## src/hw/rtl/tndb_pkg.sv

```systemverilog
`default_nettype none
package tndb_pkg;

   localparam logic [1:0] FUNC_WR_DIR   = 2'd0;
   localparam logic [1:0] FUNC_WR_COEF  = 2'd1;
   localparam logic [1:0] FUNC_QUERY    = 2'd2;
   localparam logic [1:0] FUNC_RD_BLEND = 2'd3;

   // Q15 weight of one; a query produces at most half of it.
   localparam logic [15:0] WEIGHT_ONE = 16'd32768;

   // Square root operand: squared distance (35 bits) scaled by 2^16.
   localparam int SQ_IN_W = 52;
   localparam int ROOT_W  = SQ_IN_W / 2;

   typedef struct packed {
      logic              done;
      logic [ROOT_W-1:0] root;
   } sqrt_stat_type;

   // Weighted mix of a (nearest) and b (second) with weight w on b,
   // rounded to nearest with halves rounded up.
   function automatic logic signed [19:0] blend16(input logic signed [15:0] a,
                                                  input logic signed [15:0] b,
                                                  input logic [15:0] w);
      logic signed [17:0] wb;
      logic signed [17:0] wa;
      logic signed [35:0] acc;
      wb  = $signed({2'b00, w});
      wa  = 18'sd32768 - wb;
      acc = 36'(a * wa) + 36'(b * wb) + 36'sd16384;
      return acc[34:15];
   endfunction

endpackage
`default_nettype wire

```

## src/hw/rtl/tndb_isqrt.sv

```systemverilog
`default_nettype none
module tndb_isqrt (
   input  wire logic                         clock,
   input  wire logic                         reset,
   input  wire logic                         start,
   input  wire logic [tndb_pkg::SQ_IN_W-1:0] operand,
   output tndb_pkg::sqrt_stat_type           stat
);
   import tndb_pkg::*;

   logic               busy_ff, busy_in;
   logic               done_ff, done_in;
   logic [SQ_IN_W-1:0] v_ff, v_in;
   logic [SQ_IN_W-1:0] r_ff, r_in;
   logic [SQ_IN_W-1:0] bit_ff, bit_in;
   logic [SQ_IN_W-1:0] trial;

   // One result bit per cycle; done pulses once the last bit is formed.
   always_comb begin
      busy_in = busy_ff;
      done_in = 1'b0;
      v_in    = v_ff;
      r_in    = r_ff;
      bit_in  = bit_ff;
      trial   = r_ff + bit_ff;
      if (start && !busy_ff) begin
         busy_in = 1'b1;
         v_in    = operand;
         r_in    = '0;
         bit_in  = SQ_IN_W'(1) << (SQ_IN_W - 2);
      end else if (busy_ff) begin
         if (v_ff >= trial) begin
            v_in = v_ff - trial;
            r_in = (r_ff >> 1) + bit_ff;
         end else begin
            r_in = r_ff >> 1;
         end
         bit_in = bit_ff >> 2;
         if (bit_ff[0]) begin
            busy_in = 1'b0;
            done_in = 1'b1;
         end
      end
   end

   always_ff @(posedge clock) begin
      if (reset) begin
         busy_ff <= 1'b0;
         done_ff <= 1'b0;
      end else begin
         busy_ff <= busy_in;
         done_ff <= done_in;
      end
   end

   always_ff @(posedge clock) begin
      v_ff   <= v_in;
      r_ff   <= r_in;
      bit_ff <= bit_in;
   end

   assign stat.done = done_ff;
   assign stat.root = r_ff[ROOT_W-1:0];

endmodule
`default_nettype wire

```

## config.mk

```make
export PLATFORM = sky130hd
export DESIGN_NAME = tndb_isqrt
export DESIGN_NICKNAME = d
export VERILOG_FILES = /design/src/hw/rtl/tndb_pkg.sv /design/src/hw/rtl/tndb_isqrt.sv
export SDC_FILE = /design/constraint.sdc
export NUM_CORES = 1
export LEC_CHECK = 0
export BUFFER_PORTS_ARGS = -buffer_cell sky130_fd_sc_hd__clkbuf_2
export CELL_PAD_IN_SITES_DETAIL_PLACEMENT = 0
export CELL_PAD_IN_SITES_GLOBAL_PLACEMENT = 1
export CORE_UTILIZATION = 34
export CTS_CLUSTER_DIAMETER = 150
export CTS_CLUSTER_SIZE = 24
export DETAILED_ROUTE_END_ITERATION = 6
export PLACE_DENSITY = 0.62
export SLEW_MARGIN = 5
export SYNTH_ARGS = -nofsm -noshare
export SYNTH_HDL_FRONTEND = slang
export SYNTH_SLANG_ARGS = --single-unit
```

## constraint.sdc

```tcl
create_clock -name clock -period 25.9 [get_ports clock]
set_input_delay 5.18 -clock clock [delete_from_list [all_inputs] [get_ports clock]]
set_output_delay 5.18 -clock clock [all_outputs]
set_load 0.005 [all_outputs]
```

==> results of run 1 <==
stage by stage:
step	worst slack [ns]	instances
2_1_floorplan	17.23	1615
3_3_place_gp	18.63	2048
3_5_place_dp	18.60	2048
4_1_cts	19.07	2079
5_1_grt	18.74	2079
6_report	19.12	2079
registers in the layout (all words and copies together) (netlist names):
signal,flops
bit_ff,26
v_ff,52
done_ff,1
r_ff,52
busy_ff,1
final cells by class:
type	count	area (um2)	share of cell area
clock inverters	9	51.3	0.00377
inverters	36	135	0.00992
clock buffers	22	489	0.0359
repair buffers	94	503	0.0369
well taps	461	577	0.0424
flip-flops and latches	132	3170	0.233
multi-input cells	1325	8690	0.639
metal layers:
metal  vias to the layer above  track usage
li1                       6021            -
met1                      5837        0.292
met2                       237        0.370
met3                        45       0.0249
met4                         0       0.0644
met5                         -            0
cell usage in the layout (no fill, tap or decap), drive strengths merged, types with 6 or more instances in the layout:
cell type,instances
o211ai,16
edfxtp,52
nor3,32
o21ai,124
clkbuf,103
a2111o,21
xor2,51
nor2,121
clkinv,7
a31o,16
nand4,55
a2111oi,6
buf,13
and2,6
o21bai,22
a21boi,7
xnor2,56
o31ai,21
or3,8
inv,38
nand2b,10
nor4,8
a21o,33
o21a,6
a21oi,115
and3,20
a32oi,16
nand2,227
nor2b,19
nand3,47
a31oi,54
dfxtp,80
ha,106
a211oi,16
cell usage after synthesis (all sizes together), types with 19 or more instances:
master  count  area share
o21ai     124       0.051
o21bai     22       0.013
xor2       51       0.036
nand3      47       0.019
ha        106        0.11
o31ai      21       0.013
a31oi      54       0.027
buf        48       0.024
dfxtp      80        0.13
nor3       32       0.013
a2111o     21       0.019
nand2     227       0.068
nor2b      19      0.0095
a21oi     115       0.047
clkbuf     74       0.022
inv        35       0.010
xnor2      56       0.039
and3       20       0.010
nor2      121       0.037
nand4      55       0.029
edfxtp     52        0.12
a21o       33       0.020
power breakdown:
part	total (W)	internal, W	switching (W)
registers	0.000398	0.000311	0.0000870
clock network	0.000232	0.000133	0.0000995
logic	0.000942	0.000365	0.000577
total	0.00157	0.000809	0.000764
logic make-up after synthesis:
| group | count (synthesis) | share of synthesized area |
|---|---|---|
| buffers and inverters | 158 | 0.0568 |
| AND/OR/NAND/NOR | 572 | 0.213 |
| XOR/XNOR | 107 | 0.0748 |
| multiplexers | 5 | 0.00409 |
| adder cells (fa/ha/maj) | 107 | 0.107 |
| flip-flops | 132 | 0.252 |
| AO/OA/AOI/OAI | 534 | 0.292 |
critical path: cells and delay by family:
kind	cells	cell delay (ns)
AOI/OAI and AO/OA	1	0.13
buffers and inverters	4	1.37
and+or+nand+nor	1	0.07
how the worst max path moves through the flow:
stage	start	endpoint	slack (ns)	cells past startpoint
2_1_floorplan	r_ff[10]	v_ff[0]	17.23	18
3_3_place_gp	start	v_ff[12]	18.63	6
3_5_place_dp	start	v_ff[15]	18.60	6
4_1_cts	start	v_ff[8]	19.07	6
5_1_grt	bit_ff[0]	r_ff[46]	18.74	22
6_report	start	v_ff[49]	19.12	6
==> flow_metrics.py, run 1 <==
metrics = {
    "synth": {
        "syn-cell-area_um2": 12500,
        "ys_seq_area_frac": 0.252,
        "syn_nets": 1777,
        "synth_ff_type": "dfxtp_1",
        "synth-async-reset-ratio": 0,
        "netlist_instances": 1615,
        "avgSynthCellArea_um2": 7.76,
        "synth_edf_count": 52,
        "ys.warnings.count": 0,
        "synthDistinctLibCells": 86,
        "ys_ff_latch": 132,
    },
    "setup_path": {
        "path_common_cell": "buf_4",
        "reg2reg_to": "r_ff[46]",
        "r2r_slack_ns": 19.29,
        "path_cells": "clkbuf_2 > buf_4 > nand2_2 > buf_4 > o21ai_4 > buf_4",
        "crit_type": "in2reg",
        "end_kind": "register",
        "crit_slowest_cell": "buf_4",
        "critPathRequiredTime_ns": 25.96,
        "r2r-start": "bit_ff[0]",
        "startpoint_type": "input port",
        "reg2reg_depth": 22,
        "slowest_delay_ns": 0.61,
        "crit_arrival_ns": 6.84,
        "crit_fanout": 77,
    },
    "placement": {
        "port_buffers": 81,
        "dp_hpwl_um": 29900,
        "dpl-instance-area_um2": 13100,
        "routabilityCongestion": 0.850,
    },
    "timing": {
        "finalSetupViolations": 0,
        "holdWs_ns": 0.478,
        "final.setup.tns_ns": 0,
        "slew-limit-headroom": 0.389,
        "rsz0062_at_grt": "no",
        "hold_violations": 0,
        "fin_skew_ns": 0.00943,
        "finalCriticalPeriod_ns": 6.78,
        "report.final.slew_viol_count": 0,
        "fmax_mhz": 148,
        "fin_crit_sh": 0.262,
        "tightest_slew_ns": 0.916,
    },
    "clock_network": {
        "cts_tree": "done",
        "clk_latency_ns": 0.44,
        "root_buffer": "clkbuf_16",
        "post_cts_buffers": 0,
        "h-tree-depth": 4,
        "clock_path_buffers": 2,
        "numCtsBuffers": 17,
        "cts.sink_count": 132,
        "cts_resized": 0,
        "path_clk_slew_ns": 0.06,
        "hold_buffers": 0,
    },
    "detailed_routing": {
        "routed_via_density": 5.84,
        "wl_met1_um": 19200,
        "final_antenna_net_count": 0,
        "drt_pass1_iterations": 6,
        "wl_met3_um": 1360,
        "num_vias": 12140,
        "routed_wl_um": 40600,
        "route.met2.wl_um": 19200,
        "highest_layer": "met4",
        "first_iter_violations": 746,
        "wl_per_cell_um": 19.5,
        "drc_errors": 0,
    },
    "cells_and_area": {
        "area_growth_pct": 8.63,
        "antenna_cells": 0,
        "finish.utilization": 0.379,
        "final_nets": 1768,
        "finalInstanceArea_um2": 13600,
        "drive_gt1_frac": 0.105,
        "nFillCells": 3796,
    },
    "min_path": {
        "min_from": "r_ff[51]",
        "hp-class": "reg2reg",
        "worstHoldPathCells": 2,
        "whs_endpoint": "r_ff[51]",
    },
    "power_and_ir_drop": {
        "power_w": 0.00157,
        "p_per_area_nw_per_um2": 116,
        "cellLeakagePower_nw": 5.14,
        "peakVddDrop_v": 0.0000862,
    },
    "die": {
        "core-area_um2": 35900,
        "initial_utilization": 0.349,
        "dieWidth_um": 194,
        "core.rowCount": 69,
        "dieArea_um2": 37600,
        "die_y_um": 194,
        "ios": 82,
    },
    "global_routing": {
        "grt_start_max_net_pins": 80,
        "antenna_found_initial": 0,
        "grt_pass1_wl_um": 65900,
        "first_global_vias": 11874,
        "grt_use_total": 0.219,
        "grt.overflow.total": 0,
    },
    "run_status": {
        "status": "finished, final reports clean",
    },
    "run": {
        "cap_violations": 0,
    },
}
Note: power is estimated with default switching activity, not from simulation.
==> inputs of run 2 (changes only) <==
--- a/config.mk
+++ b/config.mk
@@ -5,6 +5,7 @@
 export SDC_FILE = /design/constraint.sdc
 export NUM_CORES = 1
 export LEC_CHECK = 0
+export ABC_AREA = 1
 export BUFFER_PORTS_ARGS = -buffer_cell sky130_fd_sc_hd__clkbuf_2
 export CELL_PAD_IN_SITES_DETAIL_PLACEMENT = 0
 export CELL_PAD_IN_SITES_GLOBAL_PLACEMENT = 1
@@ -12,7 +13,7 @@
 export CTS_CLUSTER_DIAMETER = 150
 export CTS_CLUSTER_SIZE = 24
 export DETAILED_ROUTE_END_ITERATION = 6
-export PLACE_DENSITY = 0.62
+export PLACE_DENSITY = 0.68
 export SLEW_MARGIN = 5
 export SYNTH_ARGS = -nofsm -noshare
 export SYNTH_HDL_FRONTEND = slang
==> constraint.sdc (replaced) <==
create_clock -name clock -period 6.2 [get_ports clock]
set_input_delay 1.24 -clock clock [delete_from_list [all_inputs] [get_ports clock]]
set_output_delay 1.24 -clock clock [all_outputs]
set_load 0.005 [all_outputs]
==> run 2 against run 1 <==
Clock power rose to 4.8 times the previous value. Largest cell class unchanged. Critical path type is now reg2reg. Global-route usage up 5.8 points. Critical endpoint is now r_ff[3]. Register-to-register slack got worse by 19 ns. Final cell count is 59% higher. Clock skew grew 0.0050 ns. Wire length rose by 59%.
==> flow_metrics.py, run 2 <==
metrics = {
    "setup_path": {
        "end_kind": "register",
        "slowest_delay_ns": 0.64,
        "crit_fanout": 52,
        "crit_slowest_cell": "dfxtp_1",
        "reg2reg_depth": 23,
        "cpLargestDelayFamily": "simple AND/OR/NAND/NOR gates",
        "reg2reg_to": "r_ff[3]",
        "path_buf_inv": 2,
        "startpoint_type": "register",
        "crit_path_end": "r_ff[3]",
        "path_common_cell": "nand2_1",
        "crit_arrival_ns": 5.81,
        "crit_start": "r_ff[14]",
        "path_cells": "ha_1 > nand2_1 > nor2_1 > nand2_1 > o21ai_1 > a21boi_1 > o21ai_1 > nand3_1 > nand3_1 > nand2_1 > ha_1 > nand2_2 > nor2_4 > inv_2 > nor2_2 > nand2_1 > nor2_1 > nand4_1 > nand3_2 > buf_4 > nand3_1 > o211ai_1 > nand2_1",
        "worst-path-stages": 23,
        "critPathRequiredTime_ns": 6.58,
        "r2r_slack_ns": 0.77,
        "r2r-start": "r_ff[14]",
        "crit_type": "reg2reg",
    },
    "global_routing": {
        "grt_use_total": 0.277,
        "first_global_vias": 17060,
        "antenna_found_initial": 0,
        "grt.overflow.total": 0,
        "grt_pass1_wl_um": 98000,
        "grt_start_max_net_pins": 78,
    },
    "timing": {
        "slew-limit-headroom": 0.340,
        "fin_skew_ns": 0.0144,
        "report.final.slew_viol_count": 0,
        "rsz0062_at_grt": "no",
        "holdWs_ns": 0.496,
        "finalCriticalPeriod_ns": 5.43,
        "final.setup.tns_ns": 0,
        "fmax_mhz": 184,
        "tightest_slew_ns": 0.987,
        "finalSetupViolations": 0,
        "fin_crit_sh": 0.876,
        "hold_violations": 0,
    },
    "clock_network": {
        "path_clk_slew_ns": 0.08,
        "root_buffer": "clkbuf_16",
        "cts.sink_count": 132,
        "cts_resized": 0,
        "hold_buffers": 0,
        "post_cts_buffers": 0,
        "h-tree-depth": 4,
        "cts_tree": "done",
        "clock_path_buffers": 2,
        "clk_latency_ns": 0.50,
        "numCtsBuffers": 17,
    },
    "cells_and_area": {
        "antenna_cells": 0,
        "layout.cells.most_common": "nand2_1",
        "finish.utilization": 0.374,
        "area_growth_pct": 8.37,
        "drive_gt1_frac": 0.0570,
        "finalInstanceArea_um2": 17000,
        "top_regs": "r_ff: 52 flops, v_ff: 52 flops, bit_ff: 26 flops",
        "final_nets": 2850,
        "nFillCells": 5160,
        "layout.cells.most_common_list": "nand2_1, inv_1, nor2_1",
    },
    "synth": {
        "yosys.area_share.simple": 0.392,
        "synthDistinctLibCells": 47,
        "synth_fa_ha_area_frac": 0.0859,
        "synth_top_family_by_area": "simple AND/OR/NAND/NOR gates",
        "ys_ff_latch": 132,
        "syn_nets": 2833,
        "synth_commonest_cells": "nand2_1, inv_1, nor2_1, nand3_1, a21oi_1",
        "synth_compound_gate_area_share": 0.134,
        "synth_most_common_cell": "nand2_1",
        "syn-cell-area_um2": 15700,
        "ys_seq_area_frac": 0.202,
        "netlist_instances": 2671,
        "avgSynthCellArea_um2": 5.86,
        "synth_xor_area_frac": 0.0565,
        "synth_edf_count": 52,
        "synth_ff_type": "dfxtp_1",
        "ys.warnings.count": 0,
        "synth-async-reset-ratio": 0,
        "synth_top_area_frac": 0.204,
        "muxShareOfSynthArea": 0,
        "synth_top_area_cell": "nand2_1",
        "synthTopCellsByArea": "nand2_1, dfxtp_1, edfxtp_1",
    },
    "detailed_routing": {
        "routed_via_density": 5.27,
        "drc_errors": 0,
        "drt_pass1_iterations": 5,
        "final_antenna_net_count": 0,
        "routed_wl_um": 64500,
        "wl_per_cell_um": 19.5,
        "first_iter_violations": 1258,
        "num_vias": 17387,
    },
    "run": {
        "cap_violations": 0,
    },
    "min_path": {
        "hp-class": "reg2reg",
        "worstHoldPathCells": 2,
    },
    "power_and_ir_drop": {
        "p_int_w": 0.00394,
        "power_w": 0.00871,
        "p_per_area_nw_per_um2": 513,
        "seq_power_share": 0.204,
        "peakVddDrop_v": 0.000265,
        "swShare": 0.548,
        "p_sw_w": 0.00477,
        "cellLeakagePower_nw": 7.53,
        "combPwrFrac": 0.667,
        "clkPwrFrac": 0.129,
    },
    "die": {
        "dieWidth_um": 217,
        "die_y_um": 217,
        "initial_utilization": 0.345,
        "dieArea_um2": 46900,
        "core.rowCount": 78,
        "core-area_um2": 45400,
        "ios": 82,
    },
    "placement": {
        "routabilityCongestion": 0.985,
        "port_buffers": 81,
        "dp_hpwl_um": 51700,
        "dpl-instance-area_um2": 16400,
    },
    "run_status": {
        "status": "finished, final reports clean",
    },
}
## run 2: cells by family (layout without fill, tap and decap cells)
| logic type | Yosys count | after routing |
|---|---|---|
| compound gates | 385 | 385 |
| fa+ha+maj | 107 | 107 |
| simple gates | 1470 | 1470 |
| buf+inv | 476 | 505 |
| xor+xnor | 101 | 101 |
| flops | 132 | 132 |
## run 2: worst min path at each step
stage	slack, ns	end	startpoint
after detailed placement	0.49	r_ff[0]	r_ff[0]
final	0.50	r_ff[0]	r_ff[0]
after CTS	0.50	r_ff[0]	r_ff[0]
after global routing	0.52	r_ff[0]	r_ff[0]
after floorplan	0.46	r_ff[0]	r_ff[0]
after global placement	0.48	r_ff[0]	r_ff[0]
## run 2: routing by layer
metal  wire length, um  part of all wire  GRT usage  up-vias
li1                  -                 -          -     8707
met4              2440             0.038      0.127        0
met2             30300              0.47      0.466      491
met3              2860             0.044     0.0326      115
met1             28900              0.45      0.352     8074
met5                 0                 0          0        -
## run 2: metrics by stage
stage | instances | worst slack [ns]
2_1_floorplan | 2671 | 1.45
3_3_place_gp | 3269 | 0.890
3_5_place_dp | 3269 | 0.840
6_report | 3300 | 0.771
5_1_grt | 3300 | 0.436
4_1_cts | 3300 | 0.807
## run 2: cell type report
cell class | count | area, um2 | area share
sequential | 132 | 3160 | 0.186
clock buffer | 18 | 439 | 0.0259
clock inverter | 13 | 171 | 0.0101
multi-input combinational | 2063 | 10500 | 0.618
timing repair buffer | 97 | 538 | 0.0317
tap | 600 | 751 | 0.0442
inverter | 377 | 1420 | 0.0834
## run 2: worst min-delay path: stages, from the launching register on
cell and delay [ns]:
dfxtp_1 0.33, nand2_1 0.07, a21oi_1 0.06
## run 2: power by group through the flow
stage | clock network [W] | registers, W | logic [W]
floorplan | 0 | 0.00153 | 0.00427
global placement | 0 | 0.00177 | 0.00567
detailed placement | 0 | 0.00178 | 0.00570
CTS | 0.00115 | 0.00177 | 0.00573
global route | 0.00117 | 0.00181 | 0.00649
finish | 0.00112 | 0.00178 | 0.00581
